File: src/design/xeu_pkg.sv
// Types, constants and entity lookup for the XML entity decoder
package xeu_pkg;

  localparam int unsigned QPtrW  = 2;
  localparam int unsigned QDepth = 1 << QPtrW;
  localparam int unsigned QCntW  = QPtrW + 1;

  localparam logic [7:0] ChAmp  = 8'h26;
  localparam logic [7:0] ChSemi = 8'h3B;

  localparam logic [2:0] MaxBody = 3'd4;
  localparam int unsigned NumNames = 6;

  localparam logic [31:0] NameBits [NumNames] = '{
    32'h0000_6C74, 32'h0000_6774, 32'h0061_6D70,
    32'h6170_6F73, 32'h7175_6F74, 32'h2378_3230
  };
  localparam logic [2:0] NameLen [NumNames] = '{3'd2, 3'd2, 3'd3, 3'd4, 3'd4, 3'd4};
  localparam logic [7:0] NameChar [NumNames] = '{
    8'h3C, 8'h3E, 8'h26, 8'h27, 8'h22, 8'h20
  };

  typedef enum logic [1:0] {
    KIND_OTHER,
    KIND_AMP,
    KIND_SEMI
  } byte_kind_e;

  typedef enum logic [1:0] {
    MODE_TEXT,
    MODE_ENTITY,
    MODE_DROP
  } mode_e;

  typedef struct packed {
    byte_kind_e kind;
    logic [7:0] data;
    logic       last;
  } q_item_t;

  typedef struct packed {
    logic       hit;
    logic [7:0] ch;
  } ent_match_t;

  function automatic ent_match_t match_entity(input logic [2:0] cnt,
                                              input logic [31:0] chars);
    ent_match_t r;
    r = '0;
    for (int i = 0; i < NumNames; i++) begin
      if (!r.hit && cnt == NameLen[i] && chars == NameBits[i]) begin
        r.hit = 1'b1;
        r.ch  = NameChar[i];
      end
    end
    return r;
  endfunction

endpackage

File: src/design/xeu_front.sv
// Front end: takes input transfers and tags each byte with its kind
module xeu_front import xeu_pkg::*; (
  input  logic       in_valid_i,
  output logic       in_stall_o,
  input  logic [7:0] in_byte_i,
  input  logic       end_of_string_i,
  input  logic       q_full_i,
  output logic       push_o,
  output q_item_t    item_o
);

  byte_kind_e kind;

  always_comb begin
    if (in_byte_i == ChAmp) begin
      kind = KIND_AMP;
    end else if (in_byte_i == ChSemi) begin
      kind = KIND_SEMI;
    end else begin
      kind = KIND_OTHER;
    end
  end

  assign in_stall_o  = q_full_i;
  assign push_o      = in_valid_i && !q_full_i;
  assign item_o.kind = kind;
  assign item_o.data = in_byte_i;
  assign item_o.last = end_of_string_i;

endmodule

File: src/design/xeu_queue.sv
// Small FIFO between the classifier and the decoder
module xeu_queue import xeu_pkg::*; (
  input  logic    clk_i,
  input  logic    rst_ni,
  input  logic    push_i,
  input  q_item_t item_i,
  output logic    full_o,
  input  logic    pop_i,
  output logic    valid_o,
  output q_item_t item_o
);

  q_item_t            mem_q [QDepth];
  logic [QPtrW-1:0]   wr_ptr_q, wr_ptr_d;
  logic [QPtrW-1:0]   rd_ptr_q, rd_ptr_d;
  logic [QCntW-1:0]   cnt_q, cnt_d;
  logic               do_push, do_pop;

  assign full_o  = (cnt_q == QCntW'(QDepth));
  assign valid_o = (cnt_q != '0);
  assign item_o  = mem_q[rd_ptr_q];
  assign do_push = push_i && !full_o;
  assign do_pop  = pop_i && valid_o;

  always_comb begin
    wr_ptr_d = do_push ? wr_ptr_q + 1'b1 : wr_ptr_q;
    rd_ptr_d = do_pop ? rd_ptr_q + 1'b1 : rd_ptr_q;
    cnt_d    = cnt_q;
    if (do_push && !do_pop) begin
      cnt_d = cnt_q + 1'b1;
    end else if (!do_push && do_pop) begin
      cnt_d = cnt_q - 1'b1;
    end
  end

  always_ff @(posedge clk_i or negedge rst_ni) begin
    if (!rst_ni) begin
      wr_ptr_q <= '0;
      rd_ptr_q <= '0;
      cnt_q    <= '0;
    end else begin
      wr_ptr_q <= wr_ptr_d;
      rd_ptr_q <= rd_ptr_d;
      cnt_q    <= cnt_d;
    end
  end

  always_ff @(posedge clk_i) begin
    if (do_push) begin
      mem_q[wr_ptr_q] <= item_i;
    end
  end

endmodule

File: src/design/xeu_back.sv
// Back end: entity state machine and registered result stage
module xeu_back import xeu_pkg::*; (
  input  logic       clk_i,
  input  logic       rst_ni,
  input  logic       q_valid_i,
  input  q_item_t    q_item_i,
  output logic       pop_o,
  output logic       out_valid_o,
  input  logic       out_stall_i,
  output logic [7:0] out_byte_o,
  output logic       bad_escape_o,
  output logic       final_result_o
);

  mode_e       mode_q, mode_d;
  logic [2:0]  cnt_q, cnt_d;
  logic [31:0] chars_q, chars_d;
  logic        out_valid_q, out_valid_d;
  logic [7:0]  out_byte_q, out_byte_d;
  logic        bad_q, bad_d;
  logic        fin_q, fin_d;

  ent_match_t  hit;
  logic        overlong;
  logic        res_valid;

  // take an item whenever the result register is free or drains this cycle
  assign pop_o    = q_valid_i && (!out_valid_q || !out_stall_i);
  assign hit      = match_entity(cnt_q, chars_q);
  assign overlong = (cnt_q >= MaxBody);

  // next state
  always_comb begin
    mode_d = mode_q;
    if (pop_o) begin
      unique case (mode_q)
        MODE_TEXT: begin
          if (q_item_i.kind == KIND_AMP && !q_item_i.last) begin
            mode_d = MODE_ENTITY;
          end
        end
        MODE_ENTITY: begin
          if (q_item_i.kind == KIND_SEMI) begin
            mode_d = (hit.hit || q_item_i.last) ? MODE_TEXT : MODE_DROP;
          end else if (overlong) begin
            mode_d = q_item_i.last ? MODE_TEXT : MODE_DROP;
          end else if (q_item_i.last) begin
            mode_d = MODE_TEXT;
          end
        end
        MODE_DROP: begin
          if (q_item_i.last) begin
            mode_d = MODE_TEXT;
          end
        end
        default: mode_d = MODE_TEXT;
      endcase
    end
  end

  // results and entity buffer
  always_comb begin
    res_valid  = 1'b0;
    out_byte_d = out_byte_q;
    bad_d      = bad_q;
    fin_d      = fin_q;
    cnt_d      = cnt_q;
    chars_d    = chars_q;
    if (pop_o) begin
      unique case (mode_q)
        MODE_TEXT: begin
          if (q_item_i.kind == KIND_AMP) begin
            cnt_d   = '0;
            chars_d = '0;
            if (q_item_i.last) begin
              res_valid  = 1'b1;
              out_byte_d = '0;
              bad_d      = 1'b1;
              fin_d      = 1'b1;
            end
          end else begin
            res_valid  = 1'b1;
            out_byte_d = q_item_i.data;
            bad_d      = 1'b0;
            fin_d      = q_item_i.last;
          end
        end
        MODE_ENTITY: begin
          if (q_item_i.kind == KIND_SEMI) begin
            res_valid  = 1'b1;
            out_byte_d = hit.hit ? hit.ch : '0;
            bad_d      = !hit.hit;
            fin_d      = hit.hit ? q_item_i.last : 1'b1;
            cnt_d      = '0;
            chars_d    = '0;
          end else if (overlong) begin
            res_valid  = 1'b1;
            out_byte_d = '0;
            bad_d      = 1'b1;
            fin_d      = 1'b1;
            cnt_d      = '0;
            chars_d    = '0;
          end else begin
            cnt_d   = cnt_q + 1'b1;
            chars_d = {chars_q[23:0], q_item_i.data};
            // string ends inside the entity
            if (q_item_i.last) begin
              res_valid  = 1'b1;
              out_byte_d = '0;
              bad_d      = 1'b1;
              fin_d      = 1'b1;
              cnt_d      = '0;
              chars_d    = '0;
            end
          end
        end
        MODE_DROP: begin
          res_valid = 1'b0;
        end
        default: res_valid = 1'b0;
      endcase
    end
    out_valid_d = pop_o ? res_valid : (out_valid_q && out_stall_i);
  end

  always_ff @(posedge clk_i or negedge rst_ni) begin
    if (!rst_ni) begin
      mode_q      <= MODE_TEXT;
      cnt_q       <= '0;
      chars_q     <= '0;
      out_valid_q <= 1'b0;
    end else begin
      mode_q      <= mode_d;
      cnt_q       <= cnt_d;
      chars_q     <= chars_d;
      out_valid_q <= out_valid_d;
    end
  end

  always_ff @(posedge clk_i) begin
    out_byte_q <= out_byte_d;
    bad_q      <= bad_d;
    fin_q      <= fin_d;
  end

  assign out_valid_o    = out_valid_q;
  assign out_byte_o     = out_byte_q;
  assign bad_escape_o   = bad_q;
  assign final_result_o = fin_q;

endmodule

File: src/design/xml_entity_unescape.sv
// XML entity decoder: one byte per transfer, entities replaced by their character.
// Throughput: one byte per cycle, sustained, with no stall on either side.
// A result is shown the cycle after its byte leaves the four-entry queue; an input byte
// passes through a queue entry and then the result register before it is shown.
// Reset (async, active low) empties the queue, the result stage and the entity state.
module xml_entity_unescape import xeu_pkg::*; (
  input  logic       clk_i,
  input  logic       rst_ni,
  input  logic       in_valid_i,
  output logic       in_stall_o,
  input  logic [7:0] in_byte_i,
  input  logic       end_of_string_i,
  output logic       out_valid_o,
  input  logic       out_stall_i,
  output logic [7:0] out_byte_o,
  output logic       bad_escape_o,
  output logic       final_result_o
);

  logic    q_full, push, pop, q_valid;
  q_item_t push_item, pop_item;

  xeu_front u_front (
    .in_valid_i      (in_valid_i),
    .in_stall_o      (in_stall_o),
    .in_byte_i       (in_byte_i),
    .end_of_string_i (end_of_string_i),
    .q_full_i        (q_full),
    .push_o          (push),
    .item_o          (push_item)
  );

  xeu_queue u_queue (
    .clk_i   (clk_i),
    .rst_ni  (rst_ni),
    .push_i  (push),
    .item_i  (push_item),
    .full_o  (q_full),
    .pop_i   (pop),
    .valid_o (q_valid),
    .item_o  (pop_item)
  );

  xeu_back u_back (
    .clk_i          (clk_i),
    .rst_ni         (rst_ni),
    .q_valid_i      (q_valid),
    .q_item_i       (pop_item),
    .pop_o          (pop),
    .out_valid_o    (out_valid_o),
    .out_stall_i    (out_stall_i),
    .out_byte_o     (out_byte_o),
    .bad_escape_o   (bad_escape_o),
    .final_result_o (final_result_o)
  );

endmodule

File: config.mk
export PLATFORM = sky130hd
export DESIGN_NAME = xml_entity_unescape
export DESIGN_NICKNAME = d
export VERILOG_FILES = /design/src/design/xeu_pkg.sv /design/src/design/xeu_front.sv /design/src/design/xeu_queue.sv /design/src/design/xeu_back.sv /design/src/design/xml_entity_unescape.sv
export SDC_FILE = /design/constraint.sdc
export NUM_CORES = 1
export LEC_CHECK = 0
export ABC_AREA = 1
export BUFFER_PORTS_ARGS = -buffer_cell sky130_fd_sc_hd__buf_2
export CAP_MARGIN = 20
export CELL_PAD_IN_SITES_DETAIL_PLACEMENT = 0
export CELL_PAD_IN_SITES_GLOBAL_PLACEMENT = 1
export CORE_MARGIN = 2
export CORE_UTILIZATION = 52
export DETAILED_ROUTE_END_ITERATION = 10
export GPL_TIMING_DRIVEN = 0
export PLACE_DENSITY_LB_ADDON = 0.1
export SYNTH_ARGS = -nofsm -noshare
export SYNTH_HDL_FRONTEND = slang
export SYNTH_SLANG_ARGS = --single-unit
export TNS_END_PERCENT = 10
File: constraint.sdc
create_clock -name clk_i -period 5.2 [get_ports clk_i]
set_clock_uncertainty 0.2 [all_clocks]
set_input_delay 0 -clock clk_i [delete_from_list [all_inputs] [get_ports clk_i]]
set_output_delay 0 -clock clk_i [all_outputs]
set_load 0.02 [all_outputs]
# Word level (Yosys, flattened, before mapping)
# Memory sizes are Yosys's and may differ from the RTL's.
# Index checks and enable logic that the tools add are counted.
dict set report classes {
  add_sub_neg 5
  magnitude_cmp 1
  n_eq_ne 18
  muxes 52
  reduce_logical 40
}
# cell n
set op_table {}
lappend op_table {{$mux 32} 4}
lappend op_table {{$eq 32x15->1 const B} 2}
lappend op_table {{$eq 32x31->1 const B} 2}
lappend op_table {{$pmux 32 s2} 1}
lappend op_table {{$mux 9} 6}
lappend op_table {{$mux 8} 5}
lappend op_table {{$eq 32x23->1 const B} 1}
lappend op_table {{$eq 32x30->1 const B} 1}
lappend op_table {{$logic_and 1x1->1} 19}
lappend op_table {{$mux 3} 6}
lappend op_table {{$eq 8x6->1 const B} 2}
lappend op_table {{$mux 1} 16}
lappend op_table {{$mux 2} 8}
lappend op_table {{$pmux 8 s2} 1}
lappend op_table {{$logic_not 1->1} 12}
lappend op_table {{$add 3x1->3 const B} 2}
lappend op_table {{$eq 3x2->1 const B} 2}
lappend op_table {{$eq 3x3->1 const B} 2}
lappend op_table {{$pmux 1 s2} 3}
lappend op_table {{$pmux 2 s3} 1}
lappend op_table {{$pmux 3 s2} 1}
lappend op_table {{$add 2x1->2 const B} 2}
lappend op_table {{$eq 2x1->1 const B} 2}
lappend op_table {{$eq 2x2->1 const B} 2}
lappend op_table {{9 further kinds} 13}
dict set report totals {
  regBits 55
  mem_bits_rw 44
  in_bits 13
  output_inout_bits 12
  wordCells 127
  n_memories 1
}
# memory words word_bits rd rd_clocked_by_memory_dff write_ports line
set mem_list {}
lappend mem_list {u_queue.mem_q 4 11 1 0 1 xeu_queue.sv:13} ;# q_item_t mem_q [QDepth];

# Logic depth before layout (Yosys ltp)
dict set report depth {
  ltp_word 27
  ltp_mapped 14
  depth_no_buf 14
}

# Modules after synthesis
# A second synthesis with hierarchy kept.
dict set report unflattened {
  cells_unflattened 534
  area_unflattened_um2 5052.3
}
# mod instances cells_per_inst area_per_inst_um2 seq_area_each_um2
set modules_own_cells {}
lappend modules_own_cells {xeu_back 1 315 2692.6 1251.2}
lappend modules_own_cells {xeu_queue 1 188 2203.4 1496.4}
lappend modules_own_cells {xeu_front 1 31 156.4 0.0}

# Least setup slack after synthesis
# No wires, ideal clock.
dict set report synth_timing {
  path_type {flip-flop to flip-flop}
  startpoint {register u_queue.cnt_q[0]}
  endpoint {register u_queue.cnt_q[1]}
  setup_ns 0.125
  arrival_time_ns 2.131
  t_required_ns 4.875
  path_slack_ns 2.744
  stages_incl_launch_ff 7
  path_buffers 0
  period_less_slack_ns 2.456
  cell_sequence {dfrtp_1 nor3_1 nor2_1 ha_1 inv_1 fa_1 mux2_2}
}
dict set report synth_via {
  elab_cells_between_ends 16
  cone_classes {add/sub: 2; eq/ne: 1; mux: 2; reduce/logical: 11}
}
# item line
set synth_rtl {}
lappend synth_rtl {{start: declaration} xeu_queue.sv:16} ;# logic [QCntW-1:0] cnt_q, cnt_d;
lappend synth_rtl {{start signal: assignment} xeu_queue.sv:44} ;# cnt_q <= cnt_d;
lappend synth_rtl {{$eq 3x3->1 (*)} xeu_queue.sv:19} ;# assign full_o = (cnt_q == QCntW'(QDepth));
lappend synth_rtl {{named net in_stall_o} xml_entity_unescape.sv:10} ;# output logic in_stall_o,
lappend synth_rtl {{$logic_not 1->1 (*)} {xeu_front.sv:25, xeu_queue.sv:22}}
lappend synth_rtl {{$logic_and 1x1->1} xeu_front.sv:25} ;# assign push_o = in_valid_i && !q_full_i;
lappend synth_rtl {{$logic_and 1x1->1 (*)} xeu_queue.sv:22} ;# assign do_push = push_i && !full_o;
lappend synth_rtl {{named net u_queue.do_push} xeu_queue.sv:17} ;# logic do_push, do_pop;
lappend synth_rtl {{$logic_and 1x1->1 (*)} xeu_queue.sv:29} ;# if (do_push && !do_pop) begin
lappend synth_rtl {{$mux 3 (*)} xeu_queue.sv:29}
lappend synth_rtl {{named net u_queue.cnt_d[1]} xeu_queue.sv:16}
# The timed path passes the listed nets; every way through them passes the cells marked *. The select of a mux whose other input is x is not followed.
# A chain may end at the register's enable or synchronous reset.

# Worst setup path in the final report
dict set report layout_timing {
  startpoint {register u_queue.cnt_q[0]}
  endpoint {register u_back.chars_q[13]}
}
dict set report layout_via {
  elab_chain_cells 3
}
# item line
set layout_rtl {}
lappend layout_rtl {{$reduce_bool 3->1} xeu_queue.sv:20} ;# assign valid_o = (cnt_q != '0);
lappend layout_rtl {{$logic_and 1x1->1} xeu_back.sv:28} ;# assign pop_o = q_valid_i && (!out_valid_q || !out_stall_i);
lappend layout_rtl {{$reduce_and 3->1 (no source line)} --}
lappend layout_rtl {{end signal: assignment} xeu_back.sv:135} ;# chars_q <= chars_d;
lappend layout_rtl {{end: declaration} xeu_back.sv:17} ;# logic [31:0] chars_q, chars_d;
# Every way passes these cells.

==> summary.md <==
| Metric | Value |
|---|---|
| Status | finished, final reports clean |
| Clock latency on the worst-skew pair | approximately 360 ps |
| Leading area contributor after synthesis | edfxtp_1 |
| RSZ-0062 raised after global routing | false |
| DR vias | roughly 3,800 |
| Routed WL | about 11,000 um |
| DP Area | roughly 0.0053 mm^2 |
| Root Buffer | clkbuf_8 |
| CP required | about 5300 ps |
| Drt via density | ~5.5 |
| Die W | between 100 and 150 um |
| Async set-or-reset flop fraction in the synthesized netlist | between 40% and 50% |
| ANT nets after route | 0 |
| Nets | approximately 580 |
| Reg-to-Reg End | u_back.chars_q[13] |
| Diodes inserted | 0 |
| Drt wl/cell | approximately 17 um |
| Slowest stage delay, CP | around 500 ps |
| H-tree depth | 3 |
| PwrDens | slightly above 500 mW/mm^2 |
| Comb pwr share | 44.1% |
| Resize count post-CTS | 0 |
| Slew Limit Fails | 0 |
| Slew @ Worst Pin | roughly 1100 ps |
| Post-Synthesis Cell Area | 0.005010 mm^2 |
| Max transition margin | approximately a quarter |
| Ys Warns | 0 |
| # setup viols final | 0 |
| Post-synth EDFFs | 54 |
| Sequential power share | a little under 40% |
| Drc violations | 0 |
| Die area | between 0.01 and 0.015 mm^2 |
| Die Y | between 100 and 150 um |
| GRT Total Usage | about a quarter |
| Port bufs | 24 |
| Cells after Synth | around 500 |
| Largest net degree at the start of global routing | 46 |
| CP Class | reg2reg |
| Crit path time final | between 2000 and 3000 ps |
| Hold Slack | 192.5 ps |
| Clock transition at the registers of the reported paths | ~100 ps |
| Max rail drop VDD | 0.2259 mV |
| Cell variety after synth | between 40 and 50 |
| CP Capture Type | flop |
| WP data arrival | between 2000 and 3000 ps |
| Max cap viols | 0 |
| Hold Vio Cnt, Final | 0 |
| Hold Path Class | in2reg |
| Worst Setup Start Kind | flop |
| Synth area leaders | edfxtp_1 (32%), dfrtp_1 (22%), o22ai_2 (7.7%) |
| Int Pwr | between 1.5 and 2 mW |
| R2R Setup Slk | between 2000 and 3000 ps |
| Final instance area | between 0.005 and 0.006 mm^2 |
| Avg Inst Size Synth | 9.960 um^2 |
| Final RePlAce weighted congestion | 0.9218 |
| # fillers | a little over 800 |
| Initial antenna violation count | 0 |
| CTS sink cnt | slightly below 100 |
| CTS tree | yes |
| CP Capture Point | u_back.chars_q[13] |
| Worst path slowest cell | a21boi_4 |
| NetSw | between 1 and 1.5 mW |
| Reg2Reg Depth | 8 |
| CTS max path bufs | 2 |
| Number of detailed-route iterations in the first pass | 4 |
| Critical-path cell list | nor3_1 -> nor2_4 -> inv_2 -> nor2_2 -> a21boi_4 -> nand3_4 -> buf_6 -> o22ai_2 |
| Crit Path Max Fanout | 12 |
| Ports | 25 |
| Initial Util | approximately 54% |
| Post-DP HPWL | 8310 um |
| First-pass GRT wire length | about 19,000 um |
| Syn Nets | ~530 |
| Sequential area share after synthesis | between 50 and 60% |
| Synth-to-Final Area Change | 12.66% |
| Design Power | approximately 2.9 mW |
| TritonCTS Buffers | 9 |
| Max Fclk | 0.3829 GHz |
| Pleak | about 2.3 nW |
| Sw frac | roughly 42% |
| Fraction of the cycle the final worst path needs | between 50 and 60% |
| Hold path start | out_stall_i |
| Critical path launch point | u_queue.cnt_q[0] |
| Fin Setup TNS | 0 ps |
| Post-synth top flop | edfxtp_1 |
| Post-layout util | 60.80% |
| Core footprint | approximately 0.0093 mm^2 |
| Worst R2R Start | u_queue.cnt_q[0] |
| Initial DRC count | about 260 |
| Clock power share | 16.4% |
| Yosys top cell area share | roughly 32% |
| Number of synthesized register bits | between 90 and 100 |
| Share of layout cells above drive strength 1 | between 10% and 20% |
| Number of core rows | 35 |
| Gr ovfl total | 0 |
| Number of global-route vias before repair | approximately 3,700 |
==> layout make-up <==
class	instances	area (um^2)	area share, %
Inverter	72	270.3	4.788
Sequential cell	99	2748	48.68
Tap cell	129	161.4	2.860
Timing Repair Buffer	40	285.3	5.054
Clock buffer	12	157.7	2.793
Buffer	13	95.09	1.685
Clock inverter	4	30.03	0.5320
Multi-Input combinational cell	319	1897	33.61
==> synth_stat cells, types with 4 or more instances <==
cell      count
nand3_1      25
nand4_1      11
o22ai_1       8
buf_4         4
a21oi_1      19
o21ai_0      13
nand2_1      88
buf_6         4
inv_1        68
ha_1          9
edfxtp_1     54
dfrtp_1      45
a32o_1        6
nor2_1       64
xor2_1        4
nor3_1       12
o22ai_2      31
==> state kept, by name (all words and copies together) (netlist names) <==
signal                 flops
u_back.out_valid_o         1
u_back.final_result_o      1
u_back.bad_escape_o        1
u_back.out_byte_o          8
u_queue.rd_ptr_q           2
u_queue.wr_ptr_q           2
u_back.cnt_q               3
u_queue.cnt_q              3
u_queue.mem_q             44
u_back.mode_q              2
u_back.chars_q            32
==> per-layer routing <==
layer	track usage, %	vias to the layer above	routed length [um]
met5	0	-	0
met4	8.923	0	259
met3	2.736	16	413
met2	41.19	88	5747
met1	31.30	1824	4982
li1	-	1830	-
==> power groups by stage <==
| stage | registers (mW) | logic, mW | clock network (mW) |
|---|---|---|---|
| after floorplan | 1.20 | 0.865 | 0 |
| after global placement | 1.16 | 1.24 | 0 |
| after detailed placement | 1.16 | 1.27 | 0 |
| after CTS | 1.15 | 1.27 | 0.482 |
| after global routing | 1.17 | 1.43 | 0.513 |
| final | 1.15 | 1.28 | 0.475 |
==> critical path: cells and delay by family (launching register included) <==
kind	cells	cell delay (ps)
AO/OA/AOI/OAI	2	590
buffers and inverters	2	300
AND/OR/NAND/NOR	4	980
flip-flops	1	450
==> metrics by stage <==
| step | worst slack (ps) | std cells |
|---|---|---|
| 2_1_floorplan | 2744 | 503 |
| 3_3_place_gp | 2620 | 656 |
| 3_5_place_dp | 2562 | 656 |
| 4_1_cts | 2549 | 684 |
| 5_1_grt | 2385 | 688 |
| 6_report | 2588 | 688 |
==> logic make-up (layout without fill, tap and decap cells) <==
| family | count (synthesis) | count (layout) | synth area share, % |
|---|---|---|---|
| flops | 99 | 99 | 54.85 |
| simple gates | 215 | 215 | 18.91 |
| mux | 2 | 2 | 0.4246 |
| compound gates | 87 | 87 | 15.01 |
| xor+xnor | 5 | 5 | 0.8741 |
| buf+inv | 85 | 141 | 7.292 |
| fa+ha+maj | 10 | 10 | 2.647 |
==> what timing repair did <==
action | in CTS | in global routing
buffers inserted | 0 | 0
endpoints found under the hold margin | 96 | 5
hold buffers | 12 | 1
==> cells in the final DEF, fill, tap and decap left out, types with 3 or more instances in the layout <==
| master | netlist | layout |
|---|---|---|
| a21oi_1 | 19 | 19 |
| a32o_1 | 6 | 6 |
| buf_2 | 1 | 25 |
| buf_4 | 4 | 6 |
| buf_6 | 4 | 4 |
| clkbuf_1 | 2 | 3 |
| clkbuf_8 | 0 | 9 |
| dfrtp_1 | 45 | 45 |
| dlygate4sd3_1 | 0 | 13 |
| edfxtp_1 | 54 | 54 |
| ha_1 | 9 | 9 |
| inv_1 | 68 | 68 |
| inv_2 | 3 | 3 |
| nand2_1 | 88 | 88 |
| nand3_1 | 25 | 25 |
| nand4_1 | 11 | 11 |
| nor2_1 | 64 | 64 |
| nor3_1 | 12 | 12 |
| o21ai_0 | 13 | 13 |
| o22ai_1 | 8 | 8 |
| o22ai_2 | 31 | 31 |
| xor2_1 | 4 | 4 |
==> how the worst min path moves through the flow <==
| stage | depth (start not counted) | endpoint | slack [ps] |
|---|---|---|---|
| finish | 4 | u_back.out_valid_o | 190 |
| global route | 2 | u_queue.mem_q[0][8] | 200 |
| detailed placement | 1 | u_queue.mem_q[2][0] | 20 |
| CTS | 2 | u_back.chars_q[27] | 180 |
| floorplan | 0 | u_back.chars_q[0] | -500 |
| global placement | 1 | u_queue.mem_q[3][0] | 9 |
No activity file was read; power rests on OpenSTA's default activity.
